`config.mk`:
```
export PLATFORM = sky130hd
export DESIGN_NAME = jjs_ram
export DESIGN_NICKNAME = d
export VERILOG_FILES = /design/src/design/jjs_ram.sv
export SDC_FILE = /design/constraint.sdc
export NUM_CORES = 1
export LEC_CHECK = 0
export ABC_CLOCK_PERIOD_IN_PS = 1500
export CORE_MARGIN = 1.5
export CORE_UTILIZATION = 30
export DETAILED_ROUTE_END_ITERATION = 7
export DONT_BUFFER_PORTS = 1
export PLACE_DENSITY = 0.45
export SYNTH_ARGS = -nofsm -noshare
export SYNTH_HDL_FRONTEND = slang
export SYNTH_SLANG_ARGS = --single-unit
```
`constraint.sdc`:
```
create_clock -name clk -period 1.5 [get_ports clk]
set_input_delay 0.3 -clock clk [delete_from_list [all_inputs] [get_ports clk]]
set_output_delay 0.3 -clock clk [all_outputs]
set_load 0.01 [all_outputs]
```
`src/design/jjs_ram.sv`:
```
`timescale 1ns / 1ps
// ----------------------------------------------------------------------------
// jjs_ram
// Single write, single read synchronous memory with per-entry valid bits.
// ----------------------------------------------------------------------------
module jjs_ram #(
	parameter int WIDTH = 32,
	parameter int DEPTH = 18,
	localparam int AW = (DEPTH > 1) ? $clog2(DEPTH) : 1
) (
	input  logic             clk,
	input  logic             arst_n,
	input  logic             clr,
	input  logic             we,
	input  logic [AW-1:0]    waddr,
	input  logic [WIDTH-1:0] wdata,
	input  logic             re,
	input  logic [AW-1:0]    raddr,
	output logic [WIDTH-1:0] rdata,
	output logic             rhit
);

	logic [WIDTH-1:0] mem_q [DEPTH];
	logic [DEPTH-1:0] vld_q;

	always_ff @(posedge clk) begin
		if (we) begin
			mem_q[waddr] <= wdata;
		end
		if (re) begin
			rdata <= mem_q[raddr];
		end
	end

	always_ff @(posedge clk or negedge arst_n) begin
		if (!arst_n) begin
			vld_q <= '0;
			rhit  <= 1'b0;
		end else begin
			if (clr) begin
				vld_q <= '0;
			end else if (we) begin
				vld_q[waddr] <= 1'b1;
			end
			if (re) begin
				rhit <= vld_q[raddr];
			end
		end
	end

endmodule

```
==> flow_metrics.py <==
metrics = {
    "run_status": {
        "outcome": "completed",
    },
    "clock_network": {
        "clockBufferDepth": 3,
        "cts_root_buf": "clkbuf_16",
        "htree_levels": 3,
        "post-cts-setup-buffers": 0,
        "cts_buffers": 72,
        "clk_pin_slew_ns": 0.06,
        "clk_latency_ns": 0.60,
        "numClockSinks": 627,
        "cts_tree": "yes",
    },
    "timing": {
        "drv_slew": 0,
        "fin_ws_ns": 0.0231,
        "finalClockSkew_ns": 0.0121,
        "rsz0062_at_grt": "true",
        "finalCritPeriodShare_pct": 98.5,
        "worst_pin_slew_ns": 0.907,
        "finalSetupViolCount": 0,
        "fin_tns_setup_ns": 0,
        "period_minus_slack_ns": 1.48,
        "final_hold_viol_count": 0,
        "slew_headroom_pct": 39.3,
        "fmax_mhz": 677,
    },
    "worst_setup_path": {
        "path_cells": "mux4_2, mux2i_1, o221ai_1",
        "rr_worst_depth": 3,
        "end_kind": "register",
        "regToRegSetupSlack_ns": 0.02,
        "required_ns": 1.83,
        "cp-start-kind": "register",
        "cp_max_fo": 1,
        "cp_num_buf_inv": 0,
        "r2r-start": "mem_q[14][31]$_DFFE_PP_",
        "crit_family": "multiplexers",
        "path_class": "reg -> reg",
        "max_stage_delay_ns": 0.48,
        "r2r-end": "rdata[31]$_DFFE_PP_",
        "crit_arrival_ns": 1.80,
        "crit_path_top_delay_cell": "mux4_2",
    },
    "final_layout": {
        "nets": 1235,
        "final_cell_mix": "edfxtp_1 (608), mux4_2 (132), clkbuf_16 (72)",
        "drive_gt1_share_pct": 30.3,
        "fin_util_pct": 36.4,
        "fin_area_sq_um": 28700,
        "final_common_cell": "edfxtp_1",
        "fin_cells": 2293,
        "areaGrowthSynthToFinish_pct": 20.2,
        "antenna_cells": 0,
    },
    "placed_design": {
        "place_congestion": 0.693,
        "place_ws_ns": -0.184,
        "hpwlAfterDp_microns": 32600,
        "port_buffers": 0,
        "placed_area_sq_um": 25900,
        "dpl.cell_count": 2118,
    },
    "synthesis": {
        "ys_ff_latch": 627,
        "synth_cell_types": 26,
        "synth_area_sq_um": 23900,
        "synthesis.nets": 1109,
        "ys_warn_count": 0,
        "synth.avg_cell_area_sq_um": 22.5,
        "synth_cells": 1062,
        "synth-seq-area-share_pct": 78.4,
    },
    "floorplan": {
        "ios": 80,
        "core-area_sq_um": 78900,
        "die_area_sq_um": 81400,
        "die_w_microns": 285,
        "start_util_pct": 30.3,
        "num_rows": 103,
        "die_h_microns": 285,
    },
    "routing": {
        "routed_wl_microns": 59800,
        "wl_met3_microns": 2300,
        "wl_met1_microns": 26800,
        "dr.first_iter.drc_count": 775,
        "drt-pass1-iter-count": 5,
        "dr_total_vias": 11116,
        "highest_layer": "met5",
        "dr_wl_met2_microns": 29900,
        "wl_per_cell_microns": 26.1,
        "drc": 0,
        "ant_nets": 0,
        "detail_route.vias_per_cell": 4.85,
    },
    "global_route": {
        "track_usage_pct": 14.8,
        "grt_pass1_vias": 11912,
        "grt_antenna_before_repair": 2,
        "grt_max_degree": 166,
        "grt_pass1_wl_microns": 86200,
        "grt-ovfl-total": 0,
    },
    "power": {
        "max-vdd-ir-drop_uv": 775,
        "power_density_nw_per_um2": 1310,
        "leakagePower_nw": 9.11,
    },
    "worst_hold_path": {
        "whs_endpoint": "vld_q[16]$_DFFE_PN0P_",
        "hold_class": "in -> reg",
        "min_delay_path_depth": 3,
        "hold_start": "waddr[4]",
    },
    "run": {
        "cap_viol_max_count": 0,
    },
}
## final cells by class
class | instances | area, sq um
Clock buffer | 95 | 1890
Sequential cell | 627 | 18700
Clock inverter | 34 | 320
Tap cell | 1050 | 1310
Timing Repair Buffer | 109 | 1360
Multi-Input combinational cell | 378 | 5120
Fill cell | 7303 | 50100
## repair_timing
item                                   in CTS  in global routing
resized for setup                          13                 16
pin swaps                                   0                  1
hold buffers                               46                  0
setup endpoints to repair                   7                 19
endpoints found under the hold margin     678                  0
## flip-flops by register name, summed over array words and instances (netlist names)
signal	flops
rhit	1
mem_q	576
vld_q	18
rdata	32
## cells in the mapped netlist (all sizes together)
master | instances | share of area (%)
a41oi | 1 | 0.037
a21oi | 18 | 0.38
edfxtp | 608 | 76
or3b | 3 | 0.11
nor4b | 1 | 0.037
o221ai | 32 | 1.2
or2 | 1 | 0.026
and3 | 1 | 0.026
nor3 | 2 | 0.042
a22oi | 2 | 0.063
and3b | 4 | 0.15
nor2 | 38 | 0.60
mux4 | 132 | 12
nor3b | 6 | 0.19
mux2 | 33 | 1.6
nand3 | 1 | 0.021
clkbuf | 18 | 0.28
buf | 39 | 1.2
nand3b | 3 | 0.094
or3 | 1 | 0.026
nand2b | 1 | 0.026
mux2i | 64 | 2.7
dfrtp | 19 | 2.0
nand2 | 34 | 0.53
## worst min-delay path, stage by stage
cell and delay [ns]:
nor3b_1 0.13, a21oi_1 0.14, nor2_1 0.05
## worst max-delay path by stage
stage / start / end / slack (ns) / depth (start not counted)
2_1_floorplan: waddr[4] / mem_q[1][0]$_DFFE_PP_ / -0.30 / 3
3_3_place_gp: raddr[0] / rdata[16]$_DFFE_PP_ / -0.20 / 3
3_5_place_dp: raddr[0] / rdata[16]$_DFFE_PP_ / -0.18 / 3
4_1_cts: mem_q[15][3]$_DFFE_PP_ / rdata[3]$_DFFE_PP_ / 0.007 / 3
5_1_grt: mem_q[15][16]$_DFFE_PP_ / rdata[16]$_DFFE_PP_ / -0.02 / 3
6_report: mem_q[14][31]$_DFFE_PP_ / rdata[31]$_DFFE_PP_ / 0.02 / 3
## where the power goes
part	switching (mW)	leakage [nW]	internal, mW	total (mW)
registers	0.127	5.77	19.5	19.6
clock network	6.92	1.08	9.63	16.6
logic	0.712	2.26	0.727	1.44
## per-stage QoR
| step | hold WS, ns | total power [mW] |
|---|---|---|
| after floorplan | 0.00441 | 21.0 |
| after global placement | 0.00491 | 21.0 |
| after detailed placement | 0.00488 | 21.0 |
| after CTS | 0.00777 | 38.2 |
| after global routing | 0.0644 | 38.9 |
| final | 0.0658 | 37.6 |
## layer usage
metal / GRT usage (%) / vias up
met3: 2.86 / 68
met5: 0 / -
met2: 24.6 / 203
met4: 3.68 / 4
met1: 19.9 / 6100
li1: - / 4741
## kinds of logic after synthesis
logic type / Yosys count / share of synthesized area, %
AOI/OAI and AO/OA: 53 / 1.65
buffers and inverters: 57 / 1.45
DFF: 627 / 78.4
and+or+nand+nor: 96 / 1.87
muxes: 229 / 16.7
Power figures use the tool's default switching activity.
