File: src/design/jjs_pkg.sv
`timescale 1ns / 1ps
// ----------------------------------------------------------------------------
// jjs_pkg
// Shared constants and types of the joint jerk smoothness unit.
// ----------------------------------------------------------------------------
package jjs_pkg;

	localparam int MAXJ       = 6;
	localparam int JOINTS_DEF = 6;
	localparam int JIW        = 3;
	localparam int POS_W      = 32;
	localparam int JERK_W     = 48;
	localparam int SUM_W      = 64;
	localparam int WGT_W      = 16;
	localparam int DIFF_W     = 36;

	localparam int MUL_AW = 96;
	localparam int MUL_BW = 48;
	localparam int MUL_PW = MUL_AW + MUL_BW;

	localparam logic [1:0] CMD_START  = 2'd0;
	localparam logic [1:0] CMD_SAMPLE = 2'd1;
	localparam logic [1:0] CMD_WEIGHT = 2'd2;

	localparam logic [1:0] CFG_JOINTS = 2'd0;
	localparam logic [1:0] CFG_INVDT  = 2'd1;
	localparam logic [1:0] CFG_DTS    = 2'd2;

	localparam logic [2:0]  JUSED_RST = 3'd1;
	localparam logic [47:0] INVDT_RST = 48'd65536000000;
	localparam logic [31:0] DTS_RST   = 32'd655;
	localparam logic [15:0] W_ONE     = 16'd256;

	typedef struct packed {
		logic              start;
		logic [MUL_AW-1:0] a;
		logic [MUL_BW-1:0] b;
		logic [1:0]        a_last;
		logic              b_last;
	} mul_req_t;

endpackage

File: src/design/jjs_mul.sv
`timescale 1ns / 1ps
// ----------------------------------------------------------------------------
// jjs_mul
// Shared unsigned multiplier: one 32x32 partial product per cycle, registered,
// then shifted into a wide accumulator.
// ----------------------------------------------------------------------------
module jjs_mul (
	input  logic                       clk,
	input  logic                       arst_n,
	input  jjs_pkg::mul_req_t          req,
	output logic [jjs_pkg::MUL_PW-1:0] prod,
	output logic                       done
);

	logic [jjs_pkg::MUL_AW-1:0] a_q;
	logic [jjs_pkg::MUL_BW-1:0] b_q;
	logic [1:0]                 a_last_q;
	logic                       b_last_q;
	logic [1:0]                 ia_q;
	logic                       ib_q;
	logic                       run_q;
	logic                       done_q;
	logic [63:0]                pp_s1;
	logic [1:0]                 off_s1;
	logic                       v_s1;
	logic                       last_s1;
	logic [jjs_pkg::MUL_PW-1:0] acc_q;
	logic [31:0]                limb_a;
	logic [31:0]                limb_b;
	logic [jjs_pkg::MUL_PW-1:0] ext;

	always_comb begin
		case (ia_q)
			2'd0:    limb_a = a_q[31:0];
			2'd1:    limb_a = a_q[63:32];
			default: limb_a = a_q[95:64];
		endcase
		limb_b = ib_q ? {16'd0, b_q[47:32]} : b_q[31:0];
	end

	always_comb begin
		case (off_s1)
			2'd0:    ext = {80'd0, pp_s1};
			2'd1:    ext = {48'd0, pp_s1, 32'd0};
			2'd2:    ext = {16'd0, pp_s1, 64'd0};
			default: ext = {pp_s1[47:0], 96'd0};
		endcase
	end

	always_ff @(posedge clk or negedge arst_n) begin
		if (!arst_n) begin
			run_q    <= 1'b0;
			ia_q     <= 2'd0;
			ib_q     <= 1'b0;
			v_s1     <= 1'b0;
			last_s1  <= 1'b0;
			done_q   <= 1'b0;
			a_last_q <= 2'd0;
			b_last_q <= 1'b0;
		end else begin
			v_s1    <= run_q;
			last_s1 <= run_q && ia_q == a_last_q && ib_q == b_last_q;
			done_q  <= v_s1 && last_s1;
			if (req.start) begin
				run_q    <= 1'b1;
				ia_q     <= 2'd0;
				ib_q     <= 1'b0;
				a_last_q <= req.a_last;
				b_last_q <= req.b_last;
			end else if (run_q) begin
				if (ib_q == b_last_q) begin
					ib_q <= 1'b0;
					if (ia_q == a_last_q) begin
						run_q <= 1'b0;
					end else begin
						ia_q <= ia_q + 2'd1;
					end
				end else begin
					ib_q <= 1'b1;
				end
			end
		end
	end

	always_ff @(posedge clk) begin
		if (req.start) begin
			a_q <= req.a;
			b_q <= req.b;
		end
		pp_s1  <= limb_a * limb_b;
		off_s1 <= ia_q + {1'b0, ib_q};
		if (req.start) begin
			acc_q <= '0;
		end else if (v_s1) begin
			acc_q <= acc_q + ext;
		end
	end

	assign prod = acc_q;
	assign done = done_q;

endmodule

File: config.mk
export PLATFORM = sky130hd
export DESIGN_NAME = jjs_mul
export DESIGN_NICKNAME = d
export VERILOG_FILES = /design/src/design/jjs_pkg.sv /design/src/design/jjs_mul.sv
export SDC_FILE = /design/constraint.sdc
export NUM_CORES = 2
export LEC_CHECK = 0
export ABC_AREA = 0
export ABC_CLOCK_PERIOD_IN_PS = 11650
export BUFFER_PORTS_ARGS = -buffer_cell sky130_fd_sc_hd__clkbuf_2
export CORE_ASPECT_RATIO = 0.8
export CORE_MARGIN = 5
export CORE_UTILIZATION = 30
export DETAILED_ROUTE_END_ITERATION = 7
export GPL_TIMING_DRIVEN = 0
export HOLD_SLACK_MARGIN = 0.12
export PLACE_DENSITY = 0.46
export SLEW_MARGIN = 20
export SYNTH_ARGS = -nofsm -noshare
export SYNTH_HDL_FRONTEND = slang
export SYNTH_SLANG_ARGS = --single-unit
File: constraint.sdc
create_clock -name clk -period 11.65 [get_ports clk]
set_clock_uncertainty 0.1 [all_clocks]
set_input_delay 1.7475 -clock clk [delete_from_list [all_inputs] [get_ports clk]]
set_output_delay 1.7475 -clock clk [all_outputs]
set_load 0.005 [all_outputs]
==> results.md <==
* Worst path arrival time at 11.88 ns
* Initial antenna violation count at 17
* Total Routing Usage GR at 26.7%
* Largest net degree at the start of global routing at 70
* 1st-pass router iterations at 5
* Ports at 295
* Clock slew at reported path FFs at 0.07 ns
* Number of H-tree levels at 2
* Die outline area at 192000 sq um
* Largest family of logic cells by synthesized area: adder cells
* Critical Path RT at 12.11 ns
* Mean number of vias per cell at 5.28
* Critical path startpoint category: register
* Worst Max-Slew Pin Slew at 1.28 ns
* Fin crit period at 11.43 ns
* # DRC at 0
* Status: complete, no violations
* Synth unique cells at 88
* Max-cap check violation count at 0
* Min-delay worst type: reg -> reg
* Core Rows at 140
* Most frequent CP cell: fa_1
* GPL Wtd Cong at 1.01
* Fraction of the mapped netlist area in compound gates at 11.8%
* Final Instance Count excl. Fillers at 9109
* Average routed wire per standard cell at 28.4 um
* Syn_area_per_cell at 8.71 sq um
* Async set-reset flop share out of synthesis at 2.75%
* Placeable Area at 182000 sq um
* Clk buf depth at 3
* Die Width at 488 um
* Seq/Total Area, Yosys at 16.0%
* Setup Viol. Count Final at 0
* Hpwl dp at 223 mm
* RR Startpoint: ib_q
* Area share of the largest cell type after synthesis at 32.7%
* Syn Inst Count at 6310
* Area added between synthesis and finish at 12.0%
* Starting DRT DRC Count at 4713
* Final Hold Viols at 0
* Max-slew headroom at 14.5%
* WS Path Type: reg -> reg
* Vias in the first global route at 48000
* Critical Path Start: ib_q
* Grt ovf at 0
* Max Fclk at 87.5 MHz
* Worst Setup End Kind: register
* Dpl cells at 9031
* First-pass GRT wire length at 365 mm
* Seq cells post-synth at 364
* Critical Path Fanout Max at 10
* Share of cells above drive strength 1 at 8.41%
* # hold bufs at CTS at 0
* Synth Area in Simple Gates at 15.7%
* Synth Area in XOR/XNOR at 3.14%
* WL final at 259 mm
* Total CTS buffers at 47
* CTS tree: yes
* Routed Antenna Nets at 0
* Layout Nets at 8106
* Die height at 393 um
* # port buffers at 294
* Slew Limit Fails at 0
* Fin crit share at 98.1%
* Clk_lat worst skew at 0.70 ns
* Slowest stage cell on the critical path: clkdlybuf4s15_1
* Fill count at 19300
* Root buf cell: clkbuf_16
* CP peak stage delay at 0.86 ns
* Synth Area in Adders at 42.0%
* EDFF count, synth at 144
* Largest delay contributor family on the critical path: adder cells
* Ranking of synthesized cells by area: fa_1, ha_1, edfxtp_1
* Cell taking the most area after synthesis: fa_1
* YS warnings at 0
* Mapped cell area at 54900 sq um
* Top_reg_cell synth: dfxtp_1
* Mux contribution to synthesized area at 2.63%
* Clock tree sinks at 364
* Routed via count at 48100
* HP Start: run_q
* Setup TNS Final at 0 ns
* Effective utilization at floorplan at 30.2%
* RSZ-0062 raised after global routing: true
* Crit path buf inv count at 6
* Synth Net Count at 7766
## cells in the final DEF (no fill, tap or decap), drive strengths merged, types with 144 or more instances in the layout
master	netlist	final
fa	897	897
clkbuf	329	661
ha	409	409
dfxtp	210	210
inv	908	914
a21oi	323	323
nand2	704	704
o21ai	228	228
edfxtp	144	144
nor2	887	887
## through the flow
| stage | cell area [sq um] | util [%] | hold WS (ns) | setup WS (ns) |
|---|---|---|---|---|
| floorplan | 54900 | - | 0.313 | 2.85 |
| global placement | 59400 | 32.7 | 0.337 | -1.39 |
| detailed placement | 59900 | 32.9 | 0.350 | -0.391 |
| CTS | 61400 | 33.7 | 0.358 | 0.121 |
| global route | 61500 | 33.8 | 0.394 | -0.00620 |
| finish | 61600 | 33.8 | 0.352 | 0.224 |
## Yosys cell counts, types with 17 or more instances
master / n
a211oi_1: 24
a21o_1: 131
a21oi_1: 317
a22o_1: 70
a31oi_1: 25
and2_1: 37
and3_1: 31
buf_1: 22
clkbuf_1: 328
dfxtp_1: 210
edfxtp_1: 144
fa_1: 897
ha_1: 409
inv_1: 908
mux2_2: 19
mux2i_1: 123
nand2_1: 704
nand2b_1: 37
nand3_1: 39
nand4_1: 99
nor2_1: 887
nor2b_1: 76
nor3_1: 42
nor4_1: 17
o21a_1: 35
o21ai_0: 204
o21ai_1: 23
o21bai_1: 37
xnor2_1: 107
xor2_1: 90
## logic make-up after synthesis
group | after synthesis
AO/OA/AOI/OAI | 1009
flip-flops | 364
multiplexers | 142
XOR/XNOR | 197
buffers and inverters | 1275
adder cells (fa/ha/maj) | 1306
AND/OR/NAND/NOR | 2017
## timing repair
item / 4_1_cts / 5_1_grt
resized for setup: 13 / 55
pin swaps: 0 / 1
endpoints found under the setup margin: 11 / 10
buffers inserted: 0 / 3
## area by class of cell
type	count	area [sq um]	share of cell area [%]
buffer	347	1400	2.27
clock inverter	27	319	0.518
antenna	9	22.5	0.0366
timing repair buffer	311	1750	2.84
tap	2414	3020	4.91
clock buffer	58	1260	2.04
inverter	908	3410	5.54
sequential	364	8780	14.3
multi-input combinational	4671	41600	67.6
## per-layer routing
layer  part of all wire, %  vias to the layer above  track usage [%]
met5                 0.036                        -                0
met4                   2.9                        8             6.77
met3                    10                      324             7.53
met2                    40                     2207             37.7
met1                    47                    24600             39.9
li1                      -                    21000                -
## final timing paths
path	slack, ns	cells after the start	end
max reg2reg	0.22	27	pp_s1[60]
max in group asynchronous	10.33	1	run_q
max	0.22	27	pp_s1[60]
min reg2reg	0.35	0	v_s1
min	0.35	0	v_s1
min in group asynchronous	0.89	1	v_s1
## registers in the layout, indices dropped and copies added, names as in the netlist
| name | count |
|---|---|
| a_last_q | 2 |
| a_q | 96 |
| b_last_q | 1 |
| b_q | 48 |
| done | 1 |
| ia_q | 2 |
| ib_q | 1 |
| last_s1 | 1 |
| off_s1 | 2 |
| pp_s1 | 64 |
| prod | 144 |
| run_q | 1 |
| v_s1 | 1 |
Power is not shown: default switching activity piles up to over one toggle a cycle in this logic, so the estimate is an artifact.
